$ cat src/design/pbf_pkg.sv
// ----------------------------------------------------------------------------
// Pileup base frequency package
// Shared character codes and the reference code that marks no usable base, used
// by the front end of the parser.
// ----------------------------------------------------------------------------
`default_nettype none
package pbf_pkg;
  localparam logic [7:0] CH_NL    = 8'd10;
  localparam logic [7:0] CH_TAB   = 8'd9;
  localparam logic [7:0] CH_CARET = 8'h5E;
  localparam logic [7:0] CH_DOLL  = 8'h24;
  localparam logic [7:0] CH_DOT   = 8'h2E;
  localparam logic [7:0] CH_COMMA = 8'h2C;
  localparam logic [7:0] CH_PLUS  = 8'h2B;
  localparam logic [7:0] CH_MINUS = 8'h2D;
  localparam logic [7:0] CH_ZERO  = 8'h30;
  localparam logic [7:0] CH_NINE  = 8'h39;
  localparam logic [7:0] CH_N     = 8'h4E;
  localparam logic [2:0] REF_NONE = 3'd4;
endpackage
`default_nettype wire

$ cat src/design/pbf_if.sv
// ----------------------------------------------------------------------------
// Pileup channel interfaces
// Valid/ready channels for text bytes and for per-line results.
// ----------------------------------------------------------------------------
`default_nettype none
interface pbf_in_if;
  logic       valid;
  logic       ready;
  logic [7:0] char_byte;
  modport source (output valid, output char_byte, input ready);
  modport sink (input valid, input char_byte, output ready);
endinterface

interface pbf_out_if #(parameter int COUNT_BITS = 20, parameter int FRAC_BITS = 16);
  logic                  valid;
  logic                  ready;
  logic [FRAC_BITS:0]    freq_a;
  logic [FRAC_BITS:0]    freq_c;
  logic [FRAC_BITS:0]    freq_t;
  logic [FRAC_BITS:0]    freq_g;
  logic [COUNT_BITS-1:0] count_a;
  logic [COUNT_BITS-1:0] count_c;
  logic [COUNT_BITS-1:0] count_t;
  logic [COUNT_BITS-1:0] count_g;
  logic [COUNT_BITS-1:0] adjusted_depth;
  logic                  zero_depth;
  modport source (output valid, freq_a, freq_c, freq_t, freq_g, count_a, count_c,
                  count_t, count_g, adjusted_depth, zero_depth, input ready);
  modport sink (input valid, freq_a, freq_c, freq_t, freq_g, count_a, count_c,
                count_t, count_g, adjusted_depth, zero_depth, output ready);
endinterface
`default_nettype wire

$ cat src/design/pbf_front.sv
// ----------------------------------------------------------------------------
// Pileup front end
// Tracks fields of each line, counts bases and emits a line summary on newline.
// ----------------------------------------------------------------------------
`default_nettype none
module pbf_front #(
  parameter int COUNT_BITS = 20,
  parameter int INDEL_BITS = 16
) (
  input  wire logic                    clk,
  input  wire logic                    rst_n,
  input  wire logic                    byte_valid,
  input  wire logic [7:0]              byte_in,
  output logic                         line_valid,
  output logic [4*COUNT_BITS-1:0]      line_counts,
  output logic [COUNT_BITS-1:0]        line_depth
);
  import pbf_pkg::*;
  localparam logic [COUNT_BITS-1:0] CMAX = '1;
  localparam logic [INDEL_BITS-1:0] IMAX = '1;

  logic [2:0]            field_r;
  logic [2:0]            ref_r;
  logic [COUNT_BITS-1:0] depth_r;
  logic [COUNT_BITS-1:0] cnt_r [4];
  logic                  skip_r, indel_r, fstart_r, ddone_r;
  logic [INDEL_BITS-1:0] ilen_r, skipn_r;
  logic [3:0]            digit;
  logic                  is_digit;
  logic [COUNT_BITS+4:0] dnext;
  logic [INDEL_BITS+4:0] inext;
  logic [2:0]            bump;
  logic                  dec;

  assign is_digit = byte_in >= CH_ZERO && byte_in <= CH_NINE;
  assign digit = 4'(byte_in - CH_ZERO);
  assign dnext = (COUNT_BITS+5)'(depth_r) * (COUNT_BITS+5)'(10) + (COUNT_BITS+5)'(digit);
  assign inext = (INDEL_BITS+5)'(ilen_r) * (INDEL_BITS+5)'(10) + (INDEL_BITS+5)'(digit);

  always_comb begin
    bump = REF_NONE;
    dec  = 1'b0;
    case (byte_in)
      8'h41, 8'h61: bump = 3'd0;
      8'h43, 8'h63: bump = 3'd1;
      8'h54, 8'h74: bump = 3'd2;
      8'h47, 8'h67: bump = 3'd3;
      CH_DOT, CH_COMMA: bump = ref_r;
      CH_CARET, CH_DOLL, CH_PLUS, CH_MINUS: bump = REF_NONE;
      default: dec = 1'b1;
    endcase
  end

  always_ff @(posedge clk) begin
    line_valid <= rst_n && byte_valid && byte_in == CH_NL;
    if (!rst_n || (byte_valid && byte_in == CH_NL)) begin
      if (rst_n) begin
        line_counts <= {cnt_r[3], cnt_r[2], cnt_r[1], cnt_r[0]};
        line_depth  <= depth_r;
      end
      field_r <= '0; ref_r <= REF_NONE; depth_r <= '0;
      for (int k = 0; k < 4; k++) cnt_r[k] <= '0;
      skip_r <= 1'b0; indel_r <= 1'b0; ilen_r <= '0; skipn_r <= '0;
      fstart_r <= 1'b1; ddone_r <= 1'b0;
    end else if (byte_valid && byte_in == CH_TAB) begin
      if (field_r != 3'd7) field_r <= field_r + 3'd1;
      fstart_r <= 1'b1; skip_r <= 1'b0; indel_r <= 1'b0;
      ilen_r <= '0; skipn_r <= '0;
    end else if (byte_valid) begin
      fstart_r <= 1'b0;
      if (field_r == 3'd2) begin
        if (fstart_r) begin
          case (byte_in)
            8'h41: ref_r <= 3'd0;
            8'h43: ref_r <= 3'd1;
            8'h54: ref_r <= 3'd2;
            8'h47: ref_r <= 3'd3;
            default: ref_r <= REF_NONE;
          endcase
        end
      end else if (field_r == 3'd3) begin
        if (!ddone_r) begin
          if (is_digit) depth_r <= (dnext > (COUNT_BITS+5)'(CMAX)) ? CMAX
                                   : dnext[COUNT_BITS-1:0];
          else ddone_r <= 1'b1;
        end
      end else if (field_r == 3'd4) begin
        if (skip_r) skip_r <= 1'b0;
        else if (skipn_r != '0) skipn_r <= skipn_r - 1'b1;
        else if (indel_r && is_digit)
          ilen_r <= (inext > (INDEL_BITS+5)'(IMAX)) ? IMAX : inext[INDEL_BITS-1:0];
        else if (indel_r && ilen_r != '0) begin
          indel_r <= 1'b0;
          skipn_r <= ilen_r - 1'b1;
          ilen_r  <= '0;
        end else begin
          indel_r <= byte_in == CH_PLUS || byte_in == CH_MINUS;
          if (byte_in == CH_CARET) skip_r <= 1'b1;
          if (bump != REF_NONE && cnt_r[bump[1:0]] != CMAX)
            cnt_r[bump[1:0]] <= cnt_r[bump[1:0]] + 1'b1;
          if (dec && depth_r != '0) depth_r <= depth_r - 1'b1;
        end
      end
    end
  end
endmodule
`default_nettype wire

$ cat src/design/pbf_fifo.sv
// ----------------------------------------------------------------------------
// Line summary queue
// Small first-in first-out store between the front end and the divider. Read
// data is registered and holds the entry taken at the previous read.
// ----------------------------------------------------------------------------
`default_nettype none
module pbf_fifo #(
  parameter int WIDTH = 100,
  parameter int DEPTH_LOG = 2
) (
  input  wire logic             clk,
  input  wire logic             rst_n,
  input  wire logic             wr_en,
  input  wire logic [WIDTH-1:0] wr_data,
  output logic                  full,
  input  wire logic             rd_en,
  output logic [WIDTH-1:0]      rd_data,
  output logic                  empty
);
  logic [WIDTH-1:0]     mem [2**DEPTH_LOG];
  logic [DEPTH_LOG:0]   wp_r, rp_r;

  assign empty   = wp_r == rp_r;
  assign full    = (wp_r[DEPTH_LOG] != rp_r[DEPTH_LOG]) &&
                   (wp_r[DEPTH_LOG-1:0] == rp_r[DEPTH_LOG-1:0]);

  always_ff @(posedge clk) begin
    if (wr_en) mem[wp_r[DEPTH_LOG-1:0]] <= wr_data;
    if (rd_en) rd_data <= mem[rp_r[DEPTH_LOG-1:0]];
    if (!rst_n) begin
      wp_r <= '0;
      rp_r <= '0;
    end else begin
      if (wr_en) wp_r <= wp_r + 1'b1;
      if (rd_en) rp_r <= rp_r + 1'b1;
    end
  end
endmodule
`default_nettype wire

$ cat src/design/pbf_back.sv
// ----------------------------------------------------------------------------
// Pileup back end
// Restoring divider producing four saturated frequencies, one quotient bit
// per cycle, then holding the result until it is taken.
// ----------------------------------------------------------------------------
`default_nettype none
module pbf_back #(
  parameter int COUNT_BITS = 20,
  parameter int FRAC_BITS  = 16
) (
  input  wire logic                    clk,
  input  wire logic                    rst_n,
  input  wire logic                    job_valid,
  input  wire logic [4*COUNT_BITS-1:0] job_counts,
  input  wire logic [COUNT_BITS-1:0]   job_depth,
  output logic                         job_take,
  pbf_out_if.source                    out_ch
);
  localparam int QB = COUNT_BITS + FRAC_BITS;
  localparam int SB = $clog2(QB + 1);
  localparam logic [1:0] S_IDLE = 2'd0, S_DIV = 2'd1, S_OUT = 2'd2, S_LOAD = 2'd3;
  localparam logic [QB-1:0] ONE = QB'(1) << FRAC_BITS;

  logic [1:0]            st_r;
  logic [1:0]            lane_r;
  logic [SB-1:0]         bit_r;
  logic [QB-1:0]         num_r, quo_r;
  logic [COUNT_BITS:0]   rem_r;
  logic [COUNT_BITS-1:0] den_r;
  logic [COUNT_BITS-1:0] cnt_r [4];
  logic [FRAC_BITS:0]    frq_r [4];
  logic [COUNT_BITS:0]   trial;
  logic                  ge;
  logic [QB-1:0]         qn;

  assign trial = {rem_r[COUNT_BITS-1:0], num_r[QB-1]};
  assign ge = trial >= {1'b0, den_r};
  assign qn = {quo_r[QB-2:0], ge};
  assign job_take = st_r == S_IDLE && job_valid;

  assign out_ch.valid = st_r == S_OUT;
  assign out_ch.freq_a = frq_r[0];
  assign out_ch.freq_c = frq_r[1];
  assign out_ch.freq_t = frq_r[2];
  assign out_ch.freq_g = frq_r[3];
  assign out_ch.count_a = cnt_r[0];
  assign out_ch.count_c = cnt_r[1];
  assign out_ch.count_t = cnt_r[2];
  assign out_ch.count_g = cnt_r[3];
  assign out_ch.adjusted_depth = den_r;
  assign out_ch.zero_depth = den_r == '0;

  always_ff @(posedge clk) begin
    if (!rst_n) begin
      st_r <= S_IDLE;
    end else begin
      case (st_r)
        S_IDLE: begin
          if (job_valid) st_r <= S_LOAD;
        end
        S_LOAD: begin
          for (int k = 0; k < 4; k++)
            cnt_r[k] <= job_counts[k*COUNT_BITS +: COUNT_BITS];
          den_r  <= job_depth;
          lane_r <= 2'd0;
          bit_r  <= SB'(QB);
          num_r  <= {job_counts[COUNT_BITS-1:0], {FRAC_BITS{1'b0}}};
          rem_r  <= '0;
          quo_r  <= '0;
          st_r   <= S_DIV;
        end
        S_DIV: begin
          if (bit_r != '0) begin
            rem_r <= ge ? trial - {1'b0, den_r} : trial;
            num_r <= {num_r[QB-2:0], 1'b0};
            quo_r <= qn;
            bit_r <= bit_r - 1'b1;
          end else begin
            frq_r[lane_r] <= (den_r == '0) ? '0 :
                             (quo_r > ONE) ? ONE[FRAC_BITS:0] : quo_r[FRAC_BITS:0];
            if (lane_r == 2'd3) begin
              st_r <= S_OUT;
            end else begin
              lane_r <= lane_r + 2'd1;
              bit_r  <= SB'(QB);
              num_r  <= {cnt_r[lane_r + 2'd1], {FRAC_BITS{1'b0}}};
              rem_r  <= '0;
              quo_r  <= '0;
            end
          end
        end
        S_OUT: if (out_ch.ready) st_r <= S_IDLE;
        default: st_r <= S_IDLE;
      endcase
    end
  end
endmodule
`default_nettype wire

$ cat src/design/pileup_base_frequency_parser.sv
// ----------------------------------------------------------------------------
// Throughput: one byte per cycle, held off for the cycle after each newline and while
// the four-entry queue is full.
// Reset: synchronous active-low rst_n clears line state, queue pointers and the divider.
// ----------------------------------------------------------------------------
`default_nettype none
module pileup_base_frequency_parser #(
  parameter int COUNT_BITS = 20,
  parameter int INDEL_BITS = 16,
  parameter int FRAC_BITS  = 16
) (
  input wire logic  clk,
  input wire logic  rst_n,
  pbf_in_if.sink    in_ch,
  pbf_out_if.source out_ch
);
  import pbf_pkg::*;
  localparam int W = 5 * COUNT_BITS;

  logic                    lv, full, empty, take;
  logic [4*COUNT_BITS-1:0] lc;
  logic [COUNT_BITS-1:0]   ld;
  logic [W-1:0]            rd;
  logic                    acc;

  assign in_ch.ready = !full && !lv;
  assign acc = in_ch.valid && in_ch.ready;

  pbf_front #(.COUNT_BITS(COUNT_BITS), .INDEL_BITS(INDEL_BITS)) u_front (
    .clk, .rst_n, .byte_valid(acc), .byte_in(in_ch.char_byte),
    .line_valid(lv), .line_counts(lc), .line_depth(ld));

  // The front writes a line in the cycle after its newline, so input waits in that cycle.
  pbf_fifo #(.WIDTH(W), .DEPTH_LOG(2)) u_fifo (
    .clk, .rst_n, .wr_en(lv), .wr_data({ld, lc}), .full(full),
    .rd_en(take), .rd_data(rd), .empty(empty));

  pbf_back #(.COUNT_BITS(COUNT_BITS), .FRAC_BITS(FRAC_BITS)) u_back (
    .clk, .rst_n, .job_valid(!empty), .job_counts(rd[4*COUNT_BITS-1:0]),
    .job_depth(rd[W-1:4*COUNT_BITS]), .job_take(take), .out_ch(out_ch));

`ifndef ASSERT_OFF
  a_no_overflow: assert property (@(posedge clk) disable iff (!rst_n)
    full |-> !lv) else $error("line queue overflow");
  a_freq_sat: assert property (@(posedge clk) disable iff (!rst_n)
    out_ch.valid |-> out_ch.freq_a <= (FRAC_BITS+1)'(1) << FRAC_BITS)
    else $error("frequency above one");
  a_zero: assert property (@(posedge clk) disable iff (!rst_n)
    out_ch.valid && out_ch.zero_depth |-> out_ch.freq_g == '0)
    else $error("nonzero frequency at zero depth");
`endif
endmodule
`default_nettype wire

$ cat src/flat_wrapper.sv
// flat-port wrapper written by rule: the top's interface ports become plain ports
module pileup_base_frequency_parser_flat import pbf_pkg::*;
#(
  parameter int COUNT_BITS = 20,
  parameter int INDEL_BITS = 16,
  parameter int FRAC_BITS  = 16
)
  (clk, rst_n, in_ch_valid, in_ch_char_byte, in_ch_ready, out_ch_valid, out_ch_freq_a, out_ch_freq_c, out_ch_freq_t, out_ch_freq_g, out_ch_count_a, out_ch_count_c, out_ch_count_t, out_ch_count_g, out_ch_adjusted_depth, out_ch_zero_depth, out_ch_ready);
  pbf_in_if in_ch_i ();
  pbf_out_if #(.COUNT_BITS(COUNT_BITS), .FRAC_BITS(FRAC_BITS)) out_ch_i ();
  input wire logic clk;
  input wire logic rst_n;
  input wire logic [$bits(in_ch_i.valid)-1:0] in_ch_valid;
  input wire logic [$bits(in_ch_i.char_byte)-1:0] in_ch_char_byte;
  output wire logic [$bits(in_ch_i.ready)-1:0] in_ch_ready;
  output wire logic [$bits(out_ch_i.valid)-1:0] out_ch_valid;
  output wire logic [$bits(out_ch_i.freq_a)-1:0] out_ch_freq_a;
  output wire logic [$bits(out_ch_i.freq_c)-1:0] out_ch_freq_c;
  output wire logic [$bits(out_ch_i.freq_t)-1:0] out_ch_freq_t;
  output wire logic [$bits(out_ch_i.freq_g)-1:0] out_ch_freq_g;
  output wire logic [$bits(out_ch_i.count_a)-1:0] out_ch_count_a;
  output wire logic [$bits(out_ch_i.count_c)-1:0] out_ch_count_c;
  output wire logic [$bits(out_ch_i.count_t)-1:0] out_ch_count_t;
  output wire logic [$bits(out_ch_i.count_g)-1:0] out_ch_count_g;
  output wire logic [$bits(out_ch_i.adjusted_depth)-1:0] out_ch_adjusted_depth;
  output wire logic [$bits(out_ch_i.zero_depth)-1:0] out_ch_zero_depth;
  input wire logic [$bits(out_ch_i.ready)-1:0] out_ch_ready;
  assign in_ch_i.valid = in_ch_valid;
  assign in_ch_i.char_byte = in_ch_char_byte;
  assign in_ch_ready = in_ch_i.ready;
  assign out_ch_valid = out_ch_i.valid;
  assign out_ch_freq_a = out_ch_i.freq_a;
  assign out_ch_freq_c = out_ch_i.freq_c;
  assign out_ch_freq_t = out_ch_i.freq_t;
  assign out_ch_freq_g = out_ch_i.freq_g;
  assign out_ch_count_a = out_ch_i.count_a;
  assign out_ch_count_c = out_ch_i.count_c;
  assign out_ch_count_t = out_ch_i.count_t;
  assign out_ch_count_g = out_ch_i.count_g;
  assign out_ch_adjusted_depth = out_ch_i.adjusted_depth;
  assign out_ch_zero_depth = out_ch_i.zero_depth;
  assign out_ch_i.ready = out_ch_ready;
  pileup_base_frequency_parser #(.COUNT_BITS(COUNT_BITS), .INDEL_BITS(INDEL_BITS), .FRAC_BITS(FRAC_BITS)) u_core (.clk(clk), .rst_n(rst_n), .in_ch(in_ch_i), .out_ch(out_ch_i));
endmodule
$ cat config.mk
export PLATFORM = sky130hd
export DESIGN_NAME = pileup_base_frequency_parser_flat
export DESIGN_NICKNAME = d
export VERILOG_FILES = /design/src/design/pbf_pkg.sv /design/src/design/pbf_if.sv /design/src/design/pbf_front.sv /design/src/design/pbf_fifo.sv /design/src/design/pbf_back.sv /design/src/design/pileup_base_frequency_parser.sv /design/src/flat_wrapper.sv
export SDC_FILE = /design/constraint.sdc
export NUM_CORES = 1
export LEC_CHECK = 0
export ABC_AREA = 1
export ABC_CLOCK_PERIOD_IN_PS = 10100
export BUFFER_PORTS_ARGS = -buffer_cell sky130_fd_sc_hd__buf_2
export CORE_MARGIN = 1.5
export CORE_UTILIZATION = 40
export CTS_CLUSTER_SIZE = 16
export DETAILED_ROUTE_END_ITERATION = 8
export PLACE_DENSITY_LB_ADDON = 0.2
export RECOVER_POWER = 25
export SLEW_MARGIN = 15
export SYNTH_ARGS = -nofsm -noshare
export SYNTH_HDL_FRONTEND = slang
export SYNTH_SLANG_ARGS = --single-unit
$ cat constraint.sdc
create_clock -name clk -period 10.1 [get_ports clk]
set_clock_uncertainty 0.1 [all_clocks]
set_input_delay 0.505 -clock clk [delete_from_list [all_inputs] [get_ports clk]]
set_output_delay 0.505 -clock clk [all_outputs]
set_load 0.02 [all_outputs]
# Word-level counts from Yosys, hierarchy flattened
# Memories as Yosys holds them, arrays and structs flattened. A register that Yosys moved wholly into a read port is not among the register bits.
# Index checks and enable logic that the tools add are counted.
[word_totals]
regBits = 211
ramBits = 628
input_bits = 12
out_inout_bits = 171
wordCells = 220
n_memories = 4
[memory_table]
columns = ["memory", "words", "width", "rd", "rd_ports_with_merged_regs", "wr", "line_no", "source"]
rows = [
  ["u_core.u_fifo.mem", 4, 100, 1, 1, 1, "pbf_fifo.sv:20", "logic [WIDTH-1:0] mem [2**DEPTH_LOG];"],
  ["u_core.u_back.cnt_r", 4, 20, 5, 0, 4, "pbf_back.sv:30", "logic [COUNT_BITS-1:0] cnt_r [4];"],
  ["u_core.u_front.cnt_r", 4, 20, 5, 4, 4, "pbf_front.sv:25", "logic [COUNT_BITS-1:0] cnt_r [4];"],
  ["u_core.u_back.frq_r", 4, 17, 4, 0, 1, "pbf_back.sv:31", "logic [FRAC_BITS:0] frq_r [4];"],
]
[classes]
add_sub_neg = 13
multipliers = 2
magnitude_cmp = 6
n_eq_ne = 42
n_mux = 76
n_bitwise = 6
reduce_logical = 51
[op_table]
columns = ["cell", "count"]
rows = [
  ["$mux 20", 14],
  ["$mux 36", 4],
  ["$pmux 36 s2", 2],
  ["$mux 16", 6],
  ["$eq 8x7->1 const B", 9],
  ["$eq 8x6->1 const B", 5],
  ["$pmux 20 s2", 1],
  ["$gt 36x17->1 const B", 1],
  ["$mux 17", 2],
  ["$mux 1", 33],
  ["$reduce_bool 16->1", 2],
  ["$sub 16x1->16 const B", 2],
  ["$add 24x4->25", 1],
  ["$gt 25x20->1 const B", 1],
  ["$mul 20x3->23 const B", 1],
  ["$add 20x4->21", 1],
  ["$ge 21x20->1", 1],
  ["$gt 21x16->1 const B", 1],
  ["$reduce_and 7->1", 3],
  ["$add 20x1->20 const B", 1],
  ["$logic_not 20->1", 1],
  ["$ne 2x2->1 const B", 10],
  ["$ne 20x20->1 const B", 1],
  ["$reduce_and 4->1", 5],
  ["40 further kinds", 88],
]

# Logic depth before layout (Yosys ltp)
# Gate-level depths: netlist of run 1.
# An unclocked memory read counts as a cell.
[logic_depth]
ltp_word = 20
ltp_mapped = 23

# Cells and area by module
# Synthesis of run 1 repeated with hierarchy kept, for this count alone.
[unflattened]
cells_unflattened = 3984
area_unflattened_um2 = 44552.7
[modules_own_cells]
columns = ["module", "instances", "cells_per_inst", "area_per_inst_um2", "seq_area_each_um2"]
rows = [
  ["pbf_fifo", 1, 1318, 19312.3, 15134.5],
  ["pbf_front", 1, 1634, 13950.9, 6666.4],
  ["pbf_back", 1, 1025, 11258.3, 7607.3],
  ["pileup_base_frequency_parser", 1, 7, 31.3, 0.0],
]

# Least setup slack after synthesis of run 1
# OpenSTA, ideal clock, no wires.
[synth_timing]
path_kind = "register -> register"
from = "reg u_core.u_back.bit_r[0]"
to = "reg u_core.u_back.bit_r[0] (enable)"
arrival_time_ps = 6779
t_required_ps = 9364
slack_ps = 2585
stages_incl_launch_ff = 7
path_buffers = 1
synth_period_minus_slack_ps = 7515
cell_sequence = "edfxtp_1 > inv_1 > ha_1 > nand4_1 > nand2_1 > clkbuf_1 > o21ai_0"
[synth_between]
elab_chain_len = 3
[synth_lines]
columns = ["element", "line_no", "source"]
rows = [
  ["start: declaration", "pbf_back.sv:26", "logic [SB-1:0] bit_r;"],
  ["start signal: assignment", "pbf_back.sv:66", "bit_r <= SB'(QB);"],
  ["start signal: assignment", "pbf_back.sv:77", "bit_r <= bit_r - 1'b1;"],
  ["start signal: assignment", "pbf_back.sv:85", "bit_r <= SB'(QB);"],
  ["$reduce_bool 6->1", "pbf_back.sv:73", "if (bit_r != '0) begin"],
  ["$ne 3x3->1 (no source line)", "--", ""],
  ["$reduce_and 3->1 (no source line)", "--", ""],
]
# Every way passes these cells.
# A chain may end at the register's enable or synchronous reset.

==> results of run 1 <==
[layout make-up]
cell class | instances | area, sq um | area share [%]
sequential | 1003 | 29400 | 60.0
multi-input combinational | 2308 | 12000 | 24.5
clock buffer | 115 | 2620 | 5.35
tap | 1403 | 1760 | 3.58
inverter | 321 | 1220 | 2.50
timing repair buffer | 215 | 1160 | 2.36
clock inverter | 77 | 805 | 1.64
antenna | 4 | 10.0 | 0.0204
[sequential cells by signal (all words and copies together) (netlist names), 6 cells and up]
register / cells
u_core.u_front.cnt_r: 80
u_core.u_back.bit_r: 6
u_core.u_back.rem_r: 20
u_core.u_back.quo_r: 36
u_core.u_fifo.rd_data: 100
u_core.u_front.depth_r: 20
u_core.u_back.cnt_r: 80
u_core.u_back.num_r: 20
u_core.u_front.line_counts: 80
u_core.u_back.out_ch.adjusted_depth: 20
u_core.u_front.skipn_r: 16
u_core.u_front.line_depth: 20
u_core.u_front.ilen_r: 16
u_core.u_fifo.mem: 400
u_core.u_back.frq_r: 68
[logic make-up (layout without fill, tap and decap cells)]
logic type	count (synthesis)	after routing
other	0	4
AOI/OAI and AO/OA	647	647
DFF	1003	1003
and+or+nand+nor	1485	1485
xor gates and xnor gates	58	58
adders and majority gates	118	118
buffers and inverters	469	728
[cell usage after synthesis, drive strengths merged]
master	instances
edfxtp	932
nand2	597
nor2	536
o21ai	332
inv	317
nand3	178
a21oi	155
o22ai	120
clkbuf	117
ha	113
nand4	95
dfxtp	71
nor3	39
xor2	33
buf	31
xnor2	25
nor4	17
nand3b	15
a31oi	8
or2	6
a21o	5
fa	5
o21bai	5
clkinv	4
o211ai	4
o31ai	3
a211oi	2
a21boi	2
a221oi	2
nor3b	2
o21a	2
o221ai	2
a2111oi	1
a22o	1
a311oi	1
a31o	1
o311ai	1
[worst paths after layout]
check	from	end	depth (start not counted)
max	u_core.u_front.ref_r[0]	u_core.u_front.cnt_r[2][12]	15
min	in_ch_valid	u_core.u_front.fstart_r	4
max reg2reg	u_core.u_front.ref_r[0]	u_core.u_front.cnt_r[2][12]	15
min reg2reg	u_core.u_fifo.rd_data[70]	u_core.u_back.cnt_r[3][10]	0
[per-stage QoR]
stage	worst slack [ns]	utilization (%)
after floorplan	2.59	-
after global placement	4.48	42.5
after detailed placement	4.39	42.5
after CTS	4.95	45.7
after global routing	4.55	45.7
final	4.94	45.7
[worst max-delay path, cell delays in order, from the launching register on]
cell and delay, ns:
sky130_fd_sc_hd__dfxtp_1 0.32, sky130_fd_sc_hd__nand3_2 0.39, sky130_fd_sc_hd__nand3_4 0.52, sky130_fd_sc_hd__inv_2 0.44
sky130_fd_sc_hd__nand2_1 0.09, sky130_fd_sc_hd__nand3_1 0.08, sky130_fd_sc_hd__nand2_1 0.12, sky130_fd_sc_hd__inv_2 0.11
sky130_fd_sc_hd__ha_1 0.24, sky130_fd_sc_hd__nand3_4 0.13, sky130_fd_sc_hd__nor2_8 0.18, sky130_fd_sc_hd__nand3_2 0.13
sky130_fd_sc_hd__nor2_4 0.12, sky130_fd_sc_hd__nand4_4 0.44, sky130_fd_sc_hd__nand4_2 0.59, sky130_fd_sc_hd__nand2_1 0.66
[where the power goes]
part           leakage [nW]  switching [mW]  internal [mW]
combinational          8.04            1.15          0.417
sequential             9.06           0.194           5.01
clock                  1.68            1.61           2.24
total                  18.8            2.95           7.66
[routing by layer]
| layer | vias up | routed length [um] | GRT usage (%) |
|---|---|---|---|
| li1 | 13702 | - | - |
| met1 | 13562 | 48600 | 27.0 |
| met2 | 772 | 48300 | 29.9 |
| met3 | 133 | 5930 | 2.73 |
| met4 | 0 | 2520 | 5.73 |
| met5 | - | 0 | 0 |
==> summary.md, run 1 <==
Status
- **status** finished clean

Routing
- **residual antenna-violating net count after detailed routing** 0
- **count of routing violations after the opening detailed-route iteration** 2,454
- **drt via density** 5.17
- **wire length per cell** 19.3 um
- **number of DRC violations after detailed routing** 0
- **detailed-router iteration count before antenna repair** 5
- **total routed wirelength** 105 mm
- **total via count in the routed design** 28,169

Synth
- **synthesized-area fraction occupied by ao, oa, aoi and oai cells** 8.08%
- **proportion of netlist area held by the largest area contributor** 64.7%
- **Syn. warnings** 0
- **proportion of synthesized chip area in sequential cells** 68.0%
- **adder and majority gate portion of the synthesized area** 3.50%
- **leading area contributor after synthesis** sky130_fd_sc_hd__edfxtp_1
- **largest family of logic cells by synthesized area** simple AND/OR/NAND/NOR gates
- **largest cells by area after synthesis** sky130_fd_sc_hd__edfxtp_1 65%, sky130_fd_sc_hd__nand2_1 5.1%, sky130_fd_sc_hd__nor2_1 4.5%, sky130_fd_sc_hd__o21ai_0 3.8%, sky130_fd_sc_hd__dfxtp_1 3.3%
- **post-synthesis cell type count** 55
- **cell count after synthesis** 3,780
- **Synthesized Nets** 3,910
- **area of the mapped netlist** 43,300 sq um
- **mean area per synthesized cell** 11.4 sq um
- **number of register bits inferred by synthesis** 1,003
- **xor and xnor fraction of the mapped netlist area** 1.21%
- **Post-Synth Simple-Gate Area** 14.9%
- **fraction of synthesized area in multiplexers** 0%

Placement
- **gp weighted congestion** 0.893
- **post-detail-place hpwl** 71.0 mm
- **placed instance count** 5,250
- **Area after DPL** 45,600 sq um
- **Buffers on Ports** 182

Global routing
- **maximum number of pins on one net before global-route repair** 84
- **overall track demand over capacity in global routing** 18.9%
- **initial antenna violation count** 6
- **vias in the first global route** 26,830
- **wire length of the first global-routing pass** 162 mm
- **remaining global-route overflow** 0

Floorplan
- **initial cell density of the core** 40.4%
- **Die Ht** 332 um
- **standard-cell row count** 120
- **top-level I/O count** 183
- **core area** 107,000 sq um
- **Die ar.** 110,000 sq um
- **die boundary width** 332 um

Clocking
- **count of clock tree sinks** 1,003
- **CTS tree** built
- **# H-tree levels** 3
- **number of buffers added to fix hold violations after cts** 0
- **Num CTS Buffers** 103
- **clock-pin transition on the worst setup and hold timing paths** 0.06 ns
- **post-CTS setup buffer count** 0
- **post_cts resized** 0
- **number of buffers on the longest clock path** 3
- **insertion delay of the later-clocked pin in the worst-skew pair** 0.68 ns
- **clock root buffer** sky130_fd_sc_hd__clkbuf_16

STA
- **smallest hold slack** 0.144 ns
- **max-slew violation total from the final report** 0
- **final setup fails** 0
- **RSZ-0062 raised after global routing** no
- **hold violation total from the final report** 0
- **minimum clock period** 5.16 ns
- **transition at the pin with the smallest max-transition slack** 1.15 ns
- **headroom to the max-slew limit** 23.5%
- **summed negative setup slack over all endpoints** 0 ns
- **highest clock rate** 194 MHz
- **part of the cycle the worst path needs** 51.1%

Layout
- **cell area after layout** 49,000 sq um
- **share of cells above drive strength 1** 11.2%
- **Area growth syn-to-layout** 13.3%
- **fill cell count** 9,881
- **most used cells in the layout excluding fill and tap cells** 932 x sky130_fd_sc_hd__edfxtp_1, 587 x sky130_fd_sc_hd__nand2_1, 521 x sky130_fd_sc_hd__nor2_1, 329 x sky130_fd_sc_hd__o21ai_0, 297 x sky130_fd_sc_hd__inv_1
- **fin nets** 4,082
- **final std cells w/o fill** 5,446
- **most common library cell in the layout ignoring fill and taps** sky130_fd_sc_hd__edfxtp_1

Power and ir drop
- **worst vdd rail ir drop** 0.131 mV
- **overall power of the completed layout** 10.6 mW
- **static leakage power** 18.8 nW
- **power density relative to cell area** 217 nW/um^2

Min path
- **path category of the worst min-delay check** in2reg

Worst setup path
- **classification of the worst setup path** reg2reg
- **Worst EP required** 10.20 ns
- **WP data arrival** 5.26 ns
- **Worst Setup End Kind** register
- **flop2flop setup slack** 4.94 ns
- **CP Launch Type** register
- **maximum net fanout on the critical path** 44

Flow run
- **number of maximum-capacitance constraint violations** 0

(Power assumes the default switching activity.)
==> inputs of run 2 (changes only) <==
--- a/config.mk
+++ b/config.mk
@@ -6,7 +6,7 @@
 export NUM_CORES = 1
 export LEC_CHECK = 0
 export ABC_AREA = 1
-export ABC_CLOCK_PERIOD_IN_PS = 10100
+export ABC_CLOCK_PERIOD_IN_PS = 4600
 export BUFFER_PORTS_ARGS = -buffer_cell sky130_fd_sc_hd__buf_2
 export CORE_MARGIN = 1.5
 export CORE_UTILIZATION = 40
==> constraint.sdc (replaced) <==
create_clock -name clk -period 4.6 [get_ports clk]
set_clock_uncertainty 0.1 [all_clocks]
set_input_delay 0.23 -clock clk [delete_from_list [all_inputs] [get_ports clk]]
set_output_delay 0.23 -clock clk [all_outputs]
set_load 0.02 [all_outputs]
==> run 2 against run 1 <==
- wire length shrank 1.2%
- design area grew 0.68%
- sequential power grew 120%
- combinational power grew 130%
- clock power grew 110%
- final cell count grew 0.73%
- worst hold slack lost 0.062 ns
- critical path type is now in2reg
- largest cell class unchanged
- largest power group unchanged
==> summary.md, run 2 (synthesized netlist as in run 1, its figures left out) <==
Clocking
- **clock-pin transition on the worst setup and hold timing paths** 0.06 ns, about the same
- **post-CTS setup buffer count** 0, unchanged
- **clock root buffer** sky130_fd_sc_hd__clkbuf_16, unchanged
- **count of clock tree sinks** 1,003, unchanged
- **post_cts resized** 0, unchanged
- **Num CTS Buffers** 100, was 103
- **CTS tree** built, unchanged
- **# H-tree levels** 3, unchanged
- **insertion delay of the later-clocked pin in the worst-skew pair** 0.67 ns, was 0.68 ns
- **number of buffers on the longest clock path** 3, unchanged

Worst setup path
- **CP Launch Type** input port, was register
- **number of cells on the critical path** 21, was 15
- **maximum net fanout on the critical path** 14, was 44
- **peak per-stage delay on the critical path** 0.56 ns, was 0.66 ns
- **Worst Setup End Kind** register, unchanged
- **classification of the worst setup path** in2reg, was reg2reg
- **flop2flop setup slack** 0.69 ns, was 4.94 ns
- **cell breakdown of the critical path** dlygate4sd3_1, buf_2, inv_2, nand2_1, nor2_1, dlygate4sd3_1, nand2_1, nand2_1, nor2_1, nand3_1, nand2_1, inv_1, ha_1, nand3_4, nor2_8, nand3_2, nor2_4, nand4_4, nand4_2, nand2_1, buf_4, was nand3_2, nand3_4, inv_2, nand2_1, nand3_1, nand2_1, inv_2, ha_1, nand3_4, nor2_8, nand3_2, nor2_4, nand4_4, nand4_2, nand2_1
- **dominant delay contributor by cell family on the critical path** simple AND/OR/NAND/NOR gates, unchanged
- **crit-path most repeated cell** sky130_fd_sc_hd__nand2_1, unchanged
- **highest-delay cell along the critical path** sky130_fd_sc_hd__dlygate4sd3_1, was sky130_fd_sc_hd__nand2_1
- **r2r worst-path depth** 20, was 15
- **Worst EP required** 4.85 ns, was 10.20 ns
- **Crit Reg-Reg Startpoint** u_core.u_front.depth_r[1], was u_core.u_front.ref_r[0]
- **WP data arrival** 4.22 ns, was 5.26 ns
- **Reg2Reg Capture Point** u_core.u_front.depth_r[8], was u_core.u_front.cnt_r[2][12]
- **origin of the worst setup path** in_ch_char_byte[5], was u_core.u_front.ref_r[0]
- **number of buffer and inverter stages on the critical path** 6, was 2
- **capture point of the critical path** u_core.u_front.cnt_r[1][11], was u_core.u_front.cnt_r[2][12]

Routing
- **drt via density** 5.15, was 5.17
- **residual antenna-violating net count after detailed routing** 0, unchanged
- **detailed-router iteration count before antenna repair** 7, was 5
- **total via count in the routed design** 28,269, was 28,169
- **count of routing violations after the opening detailed-route iteration** 1,838, was 2,454
- **total routed wirelength** 104 mm, was 105 mm
- **number of DRC violations after detailed routing** 0, unchanged
- **sum of routed wire segments on met1** 47.8 mm, was 48.6 mm
- **Routed met3 length** 4.94 mm, was 5.93 mm
- **wire length per cell** 19.0 um, was 19.3 um
- **Met2 Routed Length** 48.7 mm, was 48.3 mm
- **highest routed layer** met4, unchanged

Flow run
- **number of maximum-capacitance constraint violations** 0, unchanged

Layout
- **most used cells in the layout excluding fill and tap cells** 932 x sky130_fd_sc_hd__edfxtp_1, 587 x sky130_fd_sc_hd__nand2_1, 521 x sky130_fd_sc_hd__nor2_1, 329 x sky130_fd_sc_hd__o21ai_0, 297 x sky130_fd_sc_hd__inv_1, unchanged
- **flip-flop count of the largest register, all copies and words added** 400, unchanged
- **Area growth syn-to-layout** 14.0%, was 13.3%
- **post-layout util** 46.0%, was 45.7%
- **share of cells above drive strength 1** 11.8%, was 11.2%
- **fin nets** 4,128, was 4,082
- **most common library cell in the layout ignoring fill and taps** sky130_fd_sc_hd__edfxtp_1, unchanged

Global routing
- **remaining global-route overflow** 0, unchanged
- **maximum number of pins on one net before global-route repair** 114, was 84
- **overall track demand over capacity in global routing** 18.7%, was 18.9%
- **wire length of the first global-routing pass** 161 mm, was 162 mm
- **initial antenna violation count** 1, was 6
- **vias in the first global route** 27,230, was 26,830

STA
- **max-slew violation total from the final report** 0, unchanged
- **headroom to the max-slew limit** 32.3%, was 23.5%
- **transition at the pin with the smallest max-transition slack** 1.01 ns, was 1.15 ns
- **summed negative setup slack over all endpoints** 0 ns, unchanged
- **hold violation total from the final report** 0, unchanged
- **final critical-path setup slack** 0.632 ns, was 4.94 ns
- **RSZ-0062 raised after global routing** no, unchanged
- **part of the cycle the worst path needs** 86.3%
- **final setup fails** 0, unchanged
- **highest clock rate** 252 MHz
- **minimum clock period** 3.97 ns

Floorplan
- **top-level I/O count** 183, unchanged
- **die boundary width** 332 um, unchanged
- **initial cell density of the core** 40.4%, unchanged
- **standard-cell row count** 120, unchanged
- **core area** 107,000 sq um, unchanged
- **Die ar.** 110,000 sq um, unchanged
- **Die Ht** 332 um, unchanged

Placement
- **minimum setup slack after placement** 0.705 ns, was 4.39 ns
- **gp weighted congestion** 0.883, was 0.893
- **post-detail-place hpwl** 70.1 mm, was 71.0 mm
- **Buffers on Ports** 182, unchanged

Min path
- **hold path depth** 6, was 4
- **path category of the worst min-delay check** in2reg, unchanged

Power and ir drop
- **power density relative to cell area** 466 nW/um^2, was 217 nW/um^2
- **worst vdd rail ir drop** 0.312 mV, was 0.131 mV
- **static leakage power** 19.0 nW, was 18.8 nW

Status
- **status** finished clean, unchanged

## run 2: timing repair
item / 4_1_cts / 5_1_grt
hold buffers: 11 / 0
setup endpoints to repair: 0 / 0
endpoints found under the hold margin: 14 / 0
## run 2: report_power, final
part	switching, mW	total (mW)	internal (mW)
clock network	3.41	8.10	4.70
registers	0.281	11.3	11.0
logic	2.64	3.63	0.987
total	6.33	23.0	16.7
## run 2: worst min path at each step
stage                                                         end                      start  slack (ns)
after floorplan                         u_core.u_back.cnt_r[1][0]  u_core.u_fifo.rd_data[20]        0.30
final                                      u_core.u_front.indel_r         in_ch_char_byte[7]        0.08
after global placement    u_core.u_back.out_ch.adjusted_depth[11]  u_core.u_fifo.rd_data[91]        0.30
after detailed placement                u_core.u_back.cnt_r[2][4]  u_core.u_fifo.rd_data[44]        0.30
after CTS                                  u_core.u_front.indel_r         in_ch_char_byte[7]        0.03
after global routing                       u_core.u_front.indel_r         in_ch_char_byte[7]        0.10
## run 2: metal layers
layer	vias up	track usage (%)
met2	691	30.4
met1	13656	25.9
met4	0	5.95
li1	13792	-
met3	130	2.59
met5	-	0
## run 2: cell type report
type                            count  area, sq um
Tap cell                         1403         1760
Antenna cell                        1         2.50
Inverter                          321         1220
Timing Repair Buffer              264         1640
Multi-Input combinational cell   2308        12000
Sequential cell                  1003        29400
Clock buffer                      127         2720
Fill cell                        9817        57900
Clock inverter                     59          566
## run 2: stage by stage
step | area [sq um] | power [mW] | hold WS, ns | std cells
after detailed placement | 45900 | 15.1 | 0.305 | 5288
final | 49300 | 23.0 | 0.0815 | 5486
after CTS | 49300 | 23.2 | 0.0293 | 5485
after global routing | 49300 | 24.0 | 0.105 | 5486
after global placement | 45900 | 15.1 | 0.300 | 5288
after floorplan | 43300 | 13.8 | 0.300 | 3780
## run 2: worst min-delay path, cell delays in order
cell and delay [ns]:
sky130_fd_sc_hd__buf_2 0.11, sky130_fd_sc_hd__inv_2 0.04, sky130_fd_sc_hd__nand2_1 0.11, sky130_fd_sc_hd__nor4_1 0.11
sky130_fd_sc_hd__nand2_1 0.13, sky130_fd_sc_hd__a21oi_1 0.08
